[src/rtl/core/tmqm_pkg.sv]
// Shared types and constants of the ticketed multi-queue manager.
// No dependencies; imported by tmqm_ticket and ticketed_multi_queue_manager.
package tmqm_pkg;

  // Default sizes, handed to the top level parameters
  localparam int NumQueuesDef  = 16;
  localparam int QueueDepthDef = 16;

  // Ticket layout offsets and masks
  localparam logic [15:0] IdxOfs    = 16'h1221;
  localparam logic [15:0] NonOfs    = 16'h0502;
  localparam logic [15:0] HighMask  = 16'h7fff;
  localparam logic [15:0] LowMask   = 16'hffff;
  localparam logic [16:0] NonceMax  = 17'h1ffff;
  localparam logic [16:0] NonceInit = 17'h00001;

  // Command codes
  typedef enum logic [1:0] {
    ModeCreate = 2'd0,
    ModeDelete = 2'd1,
    ModePut    = 2'd2,
    ModeTake   = 2'd3
  } mode_e;

  // Result status codes
  typedef enum logic [2:0] {
    StOk     = 3'd0,
    StBad    = 3'd1,
    StEmpty  = 3'd2,
    StFull   = 3'd3,
    StNoFree = 3'd4,
    StNonce  = 3'd5
  } status_e;

  // Flags from the ticket unit to the sequencer
  typedef struct packed {
    logic in_range;   // incoming ticket names a slot inside the table
    logic nonce_ok;   // the next nonce still fits the low half
  } tk_flags_t;

endpackage

[src/rtl/core/tmqm_ticket.sv]
// Ticket decode and compose: slot index from an incoming ticket,
// and the fresh ticket for a create. Depends on tmqm_pkg.
module tmqm_ticket import tmqm_pkg::*; #(
  parameter int NUM_QUEUES = NumQueuesDef,
  localparam int QW = (NUM_QUEUES > 1) ? $clog2(NUM_QUEUES) : 1
) (
  input  logic [31:0]   ticket_i,
  input  logic [QW-1:0] slot_i,
  input  logic [16:0]   nonce_cnt_i,
  output logic [QW-1:0] idx_o,
  output logic [15:0]   nonce_o,
  output logic [30:0]   new_ticket_o,
  output tk_flags_t     flags_o
);

  logic [16:0] diff;
  logic [15:0] high;
  logic [17:0] sum;

  // Decode: high half minus the index offset, no borrow and inside the table
  assign diff = {1'b0, ticket_i[31:16]} - {1'b0, IdxOfs};
  assign flags_o.in_range = !diff[16] && (diff[15:0] < 16'(NUM_QUEUES));
  assign idx_o = diff[QW-1:0];

  // Compose: slot plus offset on top, nonce counter plus offset below
  assign high = (16'(slot_i) + IdxOfs) & HighMask;
  assign sum  = {1'b0, nonce_cnt_i} + {2'b00, NonOfs};
  assign nonce_o = sum[15:0];
  assign flags_o.nonce_ok = (sum <= {2'b00, LowMask}) && (sum[15:0] != 16'd0);
  assign new_ticket_o = {high[14:0], sum[15:0]};

endmodule

[config.mk]
export PLATFORM = sky130hd
export DESIGN_NAME = tmqm_ticket
export DESIGN_NICKNAME = d
export VERILOG_FILES = /design/src/rtl/core/tmqm_pkg.sv /design/src/rtl/core/tmqm_ticket.sv
export SDC_FILE = /design/constraint.sdc
export NUM_CORES = 1
export LEC_CHECK = 0
export ABC_AREA = 1
export ABC_CLOCK_PERIOD_IN_PS = 3100
export BUFFER_PORTS_ARGS = -buffer_cell sky130_fd_sc_hd__clkbuf_2
export CORE_MARGIN = 3
export CORE_UTILIZATION = 35
export DETAILED_ROUTE_END_ITERATION = 12
export PLACE_DENSITY = 0.71
export SLEW_MARGIN = 20
export SYNTH_ARGS = -nofsm -noshare
export SYNTH_HDL_FRONTEND = slang
export SYNTH_SLANG_ARGS = --single-unit
[constraint.sdc]
create_clock -name vclk -period 3.1
set_input_delay 0.62 -clock vclk [all_inputs]
set_output_delay 0.62 -clock vclk [all_outputs]
set_load 0.005 [all_outputs]
==> run_results.csv, run 1 <==
group,metric,value,unit
routing,wl,3030,um
layout,fill_cells,359,
routing,vias,1482,
floorplan,rows,20,
clock_network,postCtsSetupBuffers,0,
synthesis,syn_avg_cell_area,5.21,um2
floorplan,initial_core_util,38.5,%
setup_path,path_class,"input port to output port",
sta,rsz0062_at_grt,"no",
routing,top_layer_used,"met3",
clock_network,post_cts_resized,0,
flow_run,cap_violations,0,
global_route,grtUsageTotal,13.5,%
synthesis,syn_inst,237,
routing,drt-met1-wl,1230,um
sta,setup_ws,514,ps
setup_path,critPathArrivalTime,1970,ps
placement,dp_hpwl,2810,um
sta,tns,0,ps
placement,gp_routability_congestion,0.798,
routing,vias_per_cell,4.37,
global_route,grt_pass1_wl,4890,um
worst_hold_path,hold_depth,0,
setup_path,crit_fanout,4,
synthesis,yosys-top-cells-area,"nand2_1 (22%), buf_4 (16%), inv_1 (10%)",
routing,wl_met3,307,um
layout,regArea,0,um2
sta,setup_violations,0,
sta,final-hold-violation-count,0,
worst_hold_path,hp-start,"nonce_cnt_i[0]",
synthesis,netlist.area_leader.share,21.9,%
power_and_ir_drop,powerDensity,126,nW/um2
synthesis,yosysMostFrequentCell,"nand2_1",
layout,area_growth,21.7,%
routing,postRouteAntennaNets,0,
layout,fin_cells,339,
floorplan,dieArea,4270,um2
worst_hold_path,worstHoldPathType,"input port to output port",
synthesis,yosysWarnings,0,
sta,slew_violations,0,
layout,drive_above_1_share,34.2,%
setup_path,start_kind,"input port",
global_route,grt_pass1_vias,1273,
routing,drtPass1Iterations,4,
synthesis,yosys-top-cells-count,"nand2_1 (72), inv_1 (34), buf_4 (27)",
floorplan,die_y,65.4,um
routing,wl_per_cell,8.95,um
power_and_ir_drop,power_leakage,0.000978,uW
power_and_ir_drop,p_int,81.6,uW
setup_path,crit_required,2480,ps
outcome,status,"completed",
floorplan,floorplan.die.width,65.4,um
placement,pre_cts_ws,490,ps
global_route,antenna_found_initial,0,
power_and_ir_drop,peakVddDrop,0.0000541,V
layout,multi_input_area,911,um2
power_and_ir_drop,switching_power,108,uW
power_and_ir_drop,p_total,190,uW
sta,fmaxAchievable,387,MHz
floorplan,core_area,3200,um2
placement,io_buffers,77,
worst_hold_path,min_to,"new_ticket_o[0]",
synthesis,ys_seq_area_share,0,%
synthesis,syn-cell-area,1230,um2
global_route,grt_max_degree,7,
layout,n_antenna_cell,0,
power_and_ir_drop,swShare,57.0,%
sta,fin_crit,2590,ps
synthesis,yosys.area.top_type,"nand2_1",
placement,dp_cells,339,
setup_path,cp-end-kind,"output port",
layout,fin_nets,353,
global_route,grt_overflow,0,
layout,num-clock-buffers,0,
sta,fin_crit_sh,83.4,%
layout,fin_util,46.9,%
routing,met2_length,1490,um
power_and_ir_drop,comb_power_share,100.0,%
layout,seq_cell_count,0,
routing,drcViolationCount,0,
power_and_ir_drop,p_clk_share,0,%
floorplan,ioPinCount,106,
power_and_ir_drop,p_seq_share,0,%
routing,drtIter0Drc,59,
synthesis,ys_types,25,
clock_network,holdBufCountCts,0,
-- worst max-delay path, cell delays in order --
cell	delay (ps)
clkbuf_2	80
inv_1	110
ha_1	250
inv_1	50
nor2_1	120
nand2_1	90
nand2_1	60
nand3_1	60
nand2_1	60
nand2_1	60
nor2_1	100
nand3_1	80
nor2_1	100
clkbuf_2	120
-- kinds of logic (layout without fill, tap and decap cells) --
group,after synthesis,count (layout),share of synthesized area (%)
simple gates,136,136,49.7
buf+inv,67,117,28.6
xor+xnor,15,15,10.6
compound gates,14,14,7.40
fa+ha+maj,3,3,3.04
other cells,2,10,0.609
-- layer usage --
metal	up-vias	GRT usage, %
met1	605	15.8
met3	0	0.684
met5	-	0
met4	0	0
li1	808	-
met2	69	27.8
-- final cells by class --
cell class,count,area share (%)
timing repair buffer,77,25.7
inverter,40,10.0
tap,44,3.67
multi-input combinational,178,60.7
-- cells in the final DEF, fill, tap and decap left out, types with 6 or more instances in the layout --
| master | synthesis | layout |
|---|---|---|
| conb_1 | 2 | 10 |
| nor2_1 | 23 | 23 |
| inv_2 | 6 | 6 |
| nor2_2 | 7 | 7 |
| nand3_1 | 19 | 19 |
| nand2_1 | 72 | 72 |
| inv_1 | 34 | 34 |
| clkbuf_2 | 0 | 77 |
| xor2_1 | 13 | 13 |
-- metrics by stage --
stage          hold WS (ps)  instance area [um2]
5_1_grt                1240                 1500
2_1_floorplan          1270                 1260
3_3_place_gp           1240                 1500
6_report               1240                 1500
4_1_cts                1240                 1500
3_5_place_dp           1240                 1500
-- power by group through the flow --
stage / combinational, uW / clock, uW / sequential (uW)
finish: 190 / 0 / 0
detailed placement: 191 / 0 / 0
CTS: 192 / 0 / 0
global route: 217 / 0 / 0
floorplan: 132 / 0 / 0
global placement: 189 / 0 / 0
-- worst max-delay path by stage --
stage                        to           start  depth (start not counted)  slack [ps]
floorplan           nonce_o[15]  nonce_cnt_i[1]                         11         780
global placement     flags_o[1]    ticket_i[16]                         14         550
detailed placement   flags_o[1]    ticket_i[16]                         14         490
CTS                  flags_o[1]    ticket_i[16]                         14         490
global route         flags_o[1]    ticket_i[16]                         14         310
finish               flags_o[1]    ticket_i[16]                         14         510
Power figures use the tool's default switching activity.
==> run 2, diff against run 1 <==
ABC_AREA = 0   (was 1)
ABC_CLOCK_PERIOD_IN_PS = 2320   (was 3100)
CORE_UTILIZATION = 29   (was 35)
PLACE_DENSITY = 0.76   (was 0.71)
clock period = 2.32 ns   (was 3.1 ns; I/O delays follow)
==> run 2 against run 1 <==
Against the previous run: the flow now finishes with violations (setup timing); synthesized area shrank 38%; setup slack worse by 590 ps; wire length down 29%; first-iteration DRC count fell by 71%; cell count is 38% lower; synthesized cell count is 53% lower; clock-buffer cell count unchanged; critical path depth decreased by 7; cell area fell by 22%; total power increased by 14%.
==> run_results.csv, run 2 <==
group,metric,value,unit
outcome,status,"complete, but fails checks",
outcome,violations,"setup timing",
setup_path,cp-end-kind,"output port",
synthesis,yosysWarnings,0,
clock_network,holdBufCountCts,0,
synthesis,syn_inst,112,
sta,setup_violations,1,
synthesis,netlist.area_leader.share,26.7,%
worst_hold_path,hp-start,"nonce_cnt_i[0]",
global_route,antenna_found_initial,0,
placement,dp_hpwl,1870,um
routing,vias_per_cell,4.52,
power_and_ir_drop,powerDensity,184,nW/um2
global_route,grt_pass1_vias,808,
routing,wl,2160,um
routing,vias,949,
layout,fill_cells,238,
sta,fin_crit,2400,ps
routing,wl_per_cell,10.3,um
routing,drtPass1Iterations,4,
synthesis,ys_types,29,
setup_path,start_kind,"input port",
floorplan,ioPinCount,106,
floorplan,rows,17,
synthesis,yosys.area.top_type,"buf_4",
layout,regArea,0,um2
power_and_ir_drop,p_total,216,uW
synthesis,syn_avg_cell_area,6.78,um2
floorplan,core_area,2340,um2
layout,fin_area,1180,um2
global_route,grt_pass1_wl,3150,um
layout,area_growth,54.9,%
sta,fmaxAchievable,417,MHz
floorplan,floorplan.die.width,57.2,um
routing,drcViolationCount,0,
sta,final-hold-violation-count,0,
sta,slew_violations,0,
placement,dpl_cell_area,1070,um2
sta,fin_crit_sh,103,%
layout,drive_above_1_share,54.4,%
global_route,grt_max_degree,6,
setup_path,path_class,"input port to output port",
layout,n_antenna_cell,0,
floorplan,dieArea,3270,um2
floorplan,die_y,57.2,um
setup_path,crit_fanout,3,
synthesis,yosys-top-cells-area,"buf_4 (27%), xnor2_1 (13%), xor2_1 (10%)",
synthesis,yosysMostFrequentCell,"buf_4",
power_and_ir_drop,peakVddDrop,0.000122,V
synthesis,yosys-top-cells-count,"buf_4 (27), xnor2_1 (11), xor2_1 (9)",
synthesis,syn-cell-area,759,um2
flow_run,cap_violations,0,
floorplan,initial_core_util,32.5,%
power_and_ir_drop,power_leakage,0.000656,uW
sta,setup_ws,-79.8,ps
layout,multi_input_area,603,um2
layout,num-clock-buffers,0,
worst_hold_path,worstHoldPathType,"input port to output port",
synthesis,ys_seq_area_share,0,%
routing,postRouteAntennaNets,0,
global_route,grt_overflow,0,
layout,final_cell_mix,"clkbuf_2 (73), xnor2_1 (11), conb_1 (10), buf_4 (10), xor2_1 (9)",
placement,io_buffers,77,
global_route,grtUsageTotal,11.1,%
layout,seq_cell_count,0,
layout,final_common_cell,"clkbuf_2",
setup_path,crit_start,"ticket_i[19]",
layout,fin_nets,240,
setup_path,crit_required,1860,ps
placement,gp_routability_congestion,0.843,
setup_path,critPathArrivalTime,1940,ps
sta,rsz0062_at_grt,"yes",
routing,drtIter0Drc,17,
## run 2: cell types whose count changed in the layout (fill, tap and decap cells not counted), moves of 5 or more
| cell | before | now |
|---|---|---|
| inv_1 | 34 | 6 |
| nand3_1 | 19 | 3 |
| inv_2 | 6 | 1 |
| nand2_1 | 72 | 8 |
| nor2_1 | 23 | 8 |
| nor2_2 | 7 | 0 |
| xnor2_1 | 2 | 11 |
| buf_4 | 0 | 10 |
## run 2: through the flow
step | worst slack, ps | setup TNS [ps] | cells | hold WS, ps | utilization (%)
after floorplan | 131 | 0 | 120 | 955 | -
after global placement | -194 | -194 | 207 | 928 | 45.9
after detailed placement | -173 | -176 | 207 | 928 | 45.9
after CTS | -77.3 | -77.3 | 208 | 928 | 47.6
after global routing | -125 | -125 | 210 | 928 | 50.3
final | -79.8 | -79.8 | 210 | 928 | 50.3
## run 2: repair_timing
action | in CTS | in global routing
resized for setup | 6 | 17
buffers inserted | 1 | 2
setup endpoints to repair | 1 | 6
pin swaps | 3 | 2
endpoints found under the hold margin | 0 | 0
cloned | 0 | 0
## run 2: path summary, 6_finish.rpt
| check | end | slack, ps | cells after the start |
|---|---|---|---|
| worst max-delay path | flags_o[1] | -80 | 7 |
| worst min-delay path | nonce_o[0] | 930 | 0 |
## run 2: kinds of logic (layout without fill, tap and decap cells)
logic type | after synthesis | count (layout) | synth area share [%]
simple gates | 35 | 35 | 24.1
buf+inv | 35 | 97 | 30.6
xor+xnor | 20 | 20 | 23.1
compound gates | 15 | 15 | 13.7
fa+ha+maj | 3 | 3 | 4.94
other cells | 2 | 10 | 0.989
mux | 2 | 2 | 2.64
## run 2: final cells by class
class | instances | share of cell area [%]
Tap cell | 28 | 2.98
Timing Repair Buffer | 89 | 43.0
Inverter | 8 | 2.77
Multi-Input combinational cell | 85 | 51.3
## run 2: critical path, stage by stage
cell and delay [ps]:
buf_8 100, nor2_4 130, nand3_4 80, or4b_1 470, a2111o_1 400, a211oi_2 150
buf_2 140
## run 2: power breakdown
part / total [uW] / internal, uW / switching [uW]
clock network: 0 / 0 / 0
registers: 0 / 0 / 0
logic: 216 / 111 / 105
## run 2: routing by layer
| metal | global-route usage (%) | vias to the layer above | wire length [um] | share of wire, % |
|---|---|---|---|---|
| li1 | - | 486 | - | - |
| met1 | 11.6 | 401 | 760 | 35 |
| met2 | 24.0 | 62 | 1100 | 51 |
| met3 | 1.36 | 0 | 305 | 14 |
| met4 | 0.331 | 0 | 0 | 0 |
| met5 | 0 | - | 0 | 0 |
==> run 3, diff against run 2 <==
SETUP_SLACK_MARGIN = 0.05   (was unset)
SKIP_LAST_GASP = 1   (was unset)
==> run 3 against run 2 <==
Against the previous run: the flow still finishes with violations (setup timing); sequential share of layout area stayed put; fmax is 1.7% lower; first-iteration DRC count is 18% higher; cell count is 0.95% lower; critical path depth stayed put; die area stayed put; sequential cell count stayed put; global-route usage is 0.092 points lower; utilization is 1.9 points lower; highest routed layer unchanged.
==> run_results.csv, run 3 (same netlist as run 2, synthesis figures left out) <==
group,metric,value,unit
power_and_ir_drop,p_seq_share,0,%
sta,fin_crit_sh,105,%
worst_hold_path,min_to,"nonce_o[0]",
placement,pre_cts_ws,-173,ps
sta,fin_crit,2440,ps
floorplan,floorplan.die.width,57.2,um
global_route,grt_max_degree,6,
routing,drcViolationCount,0,
setup_path,critPathArrivalTime,1980,ps
floorplan,core_area,2340,um2
routing,vias_per_cell,4.54,
global_route,antenna_found_initial,0,
floorplan,ioPinCount,106,
setup_path,path_class,"input port to output port",
layout,fin_nets,238,
placement,gp_routability_congestion,0.843,
global_route,grt_overflow,0,
global_route,grt_pass1_vias,794,
power_and_ir_drop,powerDensity,183,nW/um2
layout,num-clock-buffers,0,
layout,seq_cell_count,0,
worst_hold_path,worstHoldPathType,"input port to output port",
layout,fin_area,1130,um2
layout,final_cell_mix,"clkbuf_2 (77), xnor2_1 (11), conb_1 (10), buf_4 (10), xor2_1 (9)",
sta,setup_violations,1,
floorplan,rows,17,
flow_run,cap_violations,0,
outcome,status,"complete, but fails checks",
sta,setup_ws,-120,ps
power_and_ir_drop,swShare,49.7,%
sta,rsz0062_at_grt,"yes",
placement,dp_hpwl,1870,um
power_and_ir_drop,power_leakage,0.000630,uW
layout,area_growth,48.9,%
global_route,grtUsageTotal,11.0,%
layout,final_common_cell,"clkbuf_2",
sta,final-hold-violation-count,0,
outcome,violations,"setup timing",
global_route,grt_pass1_wl,3130,um
setup_path,cp-end-kind,"output port",
routing,drtIter0Drc,20,
layout,drive_above_1_share,53.3,%
routing,vias,944,
layout,fin_cells,208,
floorplan,die_y,57.2,um
worst_hold_path,hold_depth,0,
routing,postRouteAntennaNets,0,
placement,dp_cells,207,
layout,fill_cells,244,
sta,slew_violations,0,
setup_path,crit_fanout,3,
routing,wl,2070,um
routing,wl_per_cell,9.94,um
setup_path,crit_required,1860,ps
power_and_ir_drop,peakVddDrop,0.000117,V
layout,n_antenna_cell,0,
sta,fmaxAchievable,410,MHz
setup_path,slowest_delay,470,ps
setup_path,path_cells,"clkbuf_2 > nor2_4 > nand3_2 > or4b_1 > a2111o_1 > a211oi_2 > clkbuf_2",
power_and_ir_drop,switching_power,103,uW
placement,dpl_cell_area,1070,um2
setup_path,start_kind,"input port",
setup_path,crit_top_cell,"clkbuf_2",
power_and_ir_drop,p_clk_share,0,%
layout,regArea,0,um2
power_and_ir_drop,comb_power_share,100.0,%
placement,io_buffers,77,
floorplan,dieArea,3270,um2
floorplan,initial_core_util,32.5,%
routing,drtPass1Iterations,3,
worst_hold_path,hp-start,"nonce_cnt_i[0]",
power_and_ir_drop,p_int,104,uW
setup_path,slowest_stage,"or4b_1",
-- run 3: worst max path at each step --
| stage | from | to | slack (ps) |
|---|---|---|---|
| 3_5_place_dp | ticket_i[16] | flags_o[1] | -170 |
| 6_report | ticket_i[19] | flags_o[1] | -120 |
| 3_3_place_gp | ticket_i[16] | flags_o[1] | -190 |
| 5_1_grt | ticket_i[19] | flags_o[1] | -180 |
| 4_1_cts | ticket_i[19] | flags_o[1] | -100 |
| 2_1_floorplan | ticket_i[16] | flags_o[1] | 130 |
-- run 3: power groups by stage --
stage	Clock (uW)	Sequential (uW)	Combinational [uW]
final	0	0	207
after global placement	0	0	196
after global routing	0	0	230
after detailed placement	0	0	200
after CTS	0	0	204
after floorplan	0	0	123
-- run 3: area by class of cell --
type	count	area [um2]	share of cell area (%)
Multi-Input combinational cell	85	606	53.5
Tap cell	28	35.0	3.10
Inverter	8	30.0	2.65
Timing Repair Buffer	87	460	40.7
-- run 3: critical path: cells and delay by family --
kind | cells | cell delay [ps]
AND/OR/NAND/NOR | 3 | 690
buffers and inverters | 2 | 270
AO/OA/AOI/OAI | 2 | 560
-- run 3: repair_timing --
| item | 4_1_cts | 5_1_grt |
|---|---|---|
| gates resized for setup | 4 | 5 |
| cloned | 0 | 0 |
| pin swaps | 3 | 2 |
| setup buffers | 1 | 0 |
| setup endpoints to repair | 5 | 5 |
| hold buffers | 0 | 0 |
-- run 3: layer usage --
| layer | wire (um) | GRT usage, % |
|---|---|---|
| met5 | 0 | 0 |
| met1 | 758 | 11.9 |
| met3 | 296 | 1.36 |
| met2 | 1010 | 23.3 |
| met4 | 0 | 0.331 |
-- run 3: stage by stage --
| step | hold WS (ps) | power, uW | util, % | TNS [ps] |
|---|---|---|---|---|
| finish | 928 | 207 | 48.3 | -120 |
| global route | 928 | 230 | 48.3 | -181 |
| CTS | 928 | 204 | 47.1 | -102 |
| detailed placement | 928 | 200 | 45.9 | -176 |
| global placement | 928 | 196 | 45.9 | -194 |
| floorplan | 955 | 123 | - | 0 |
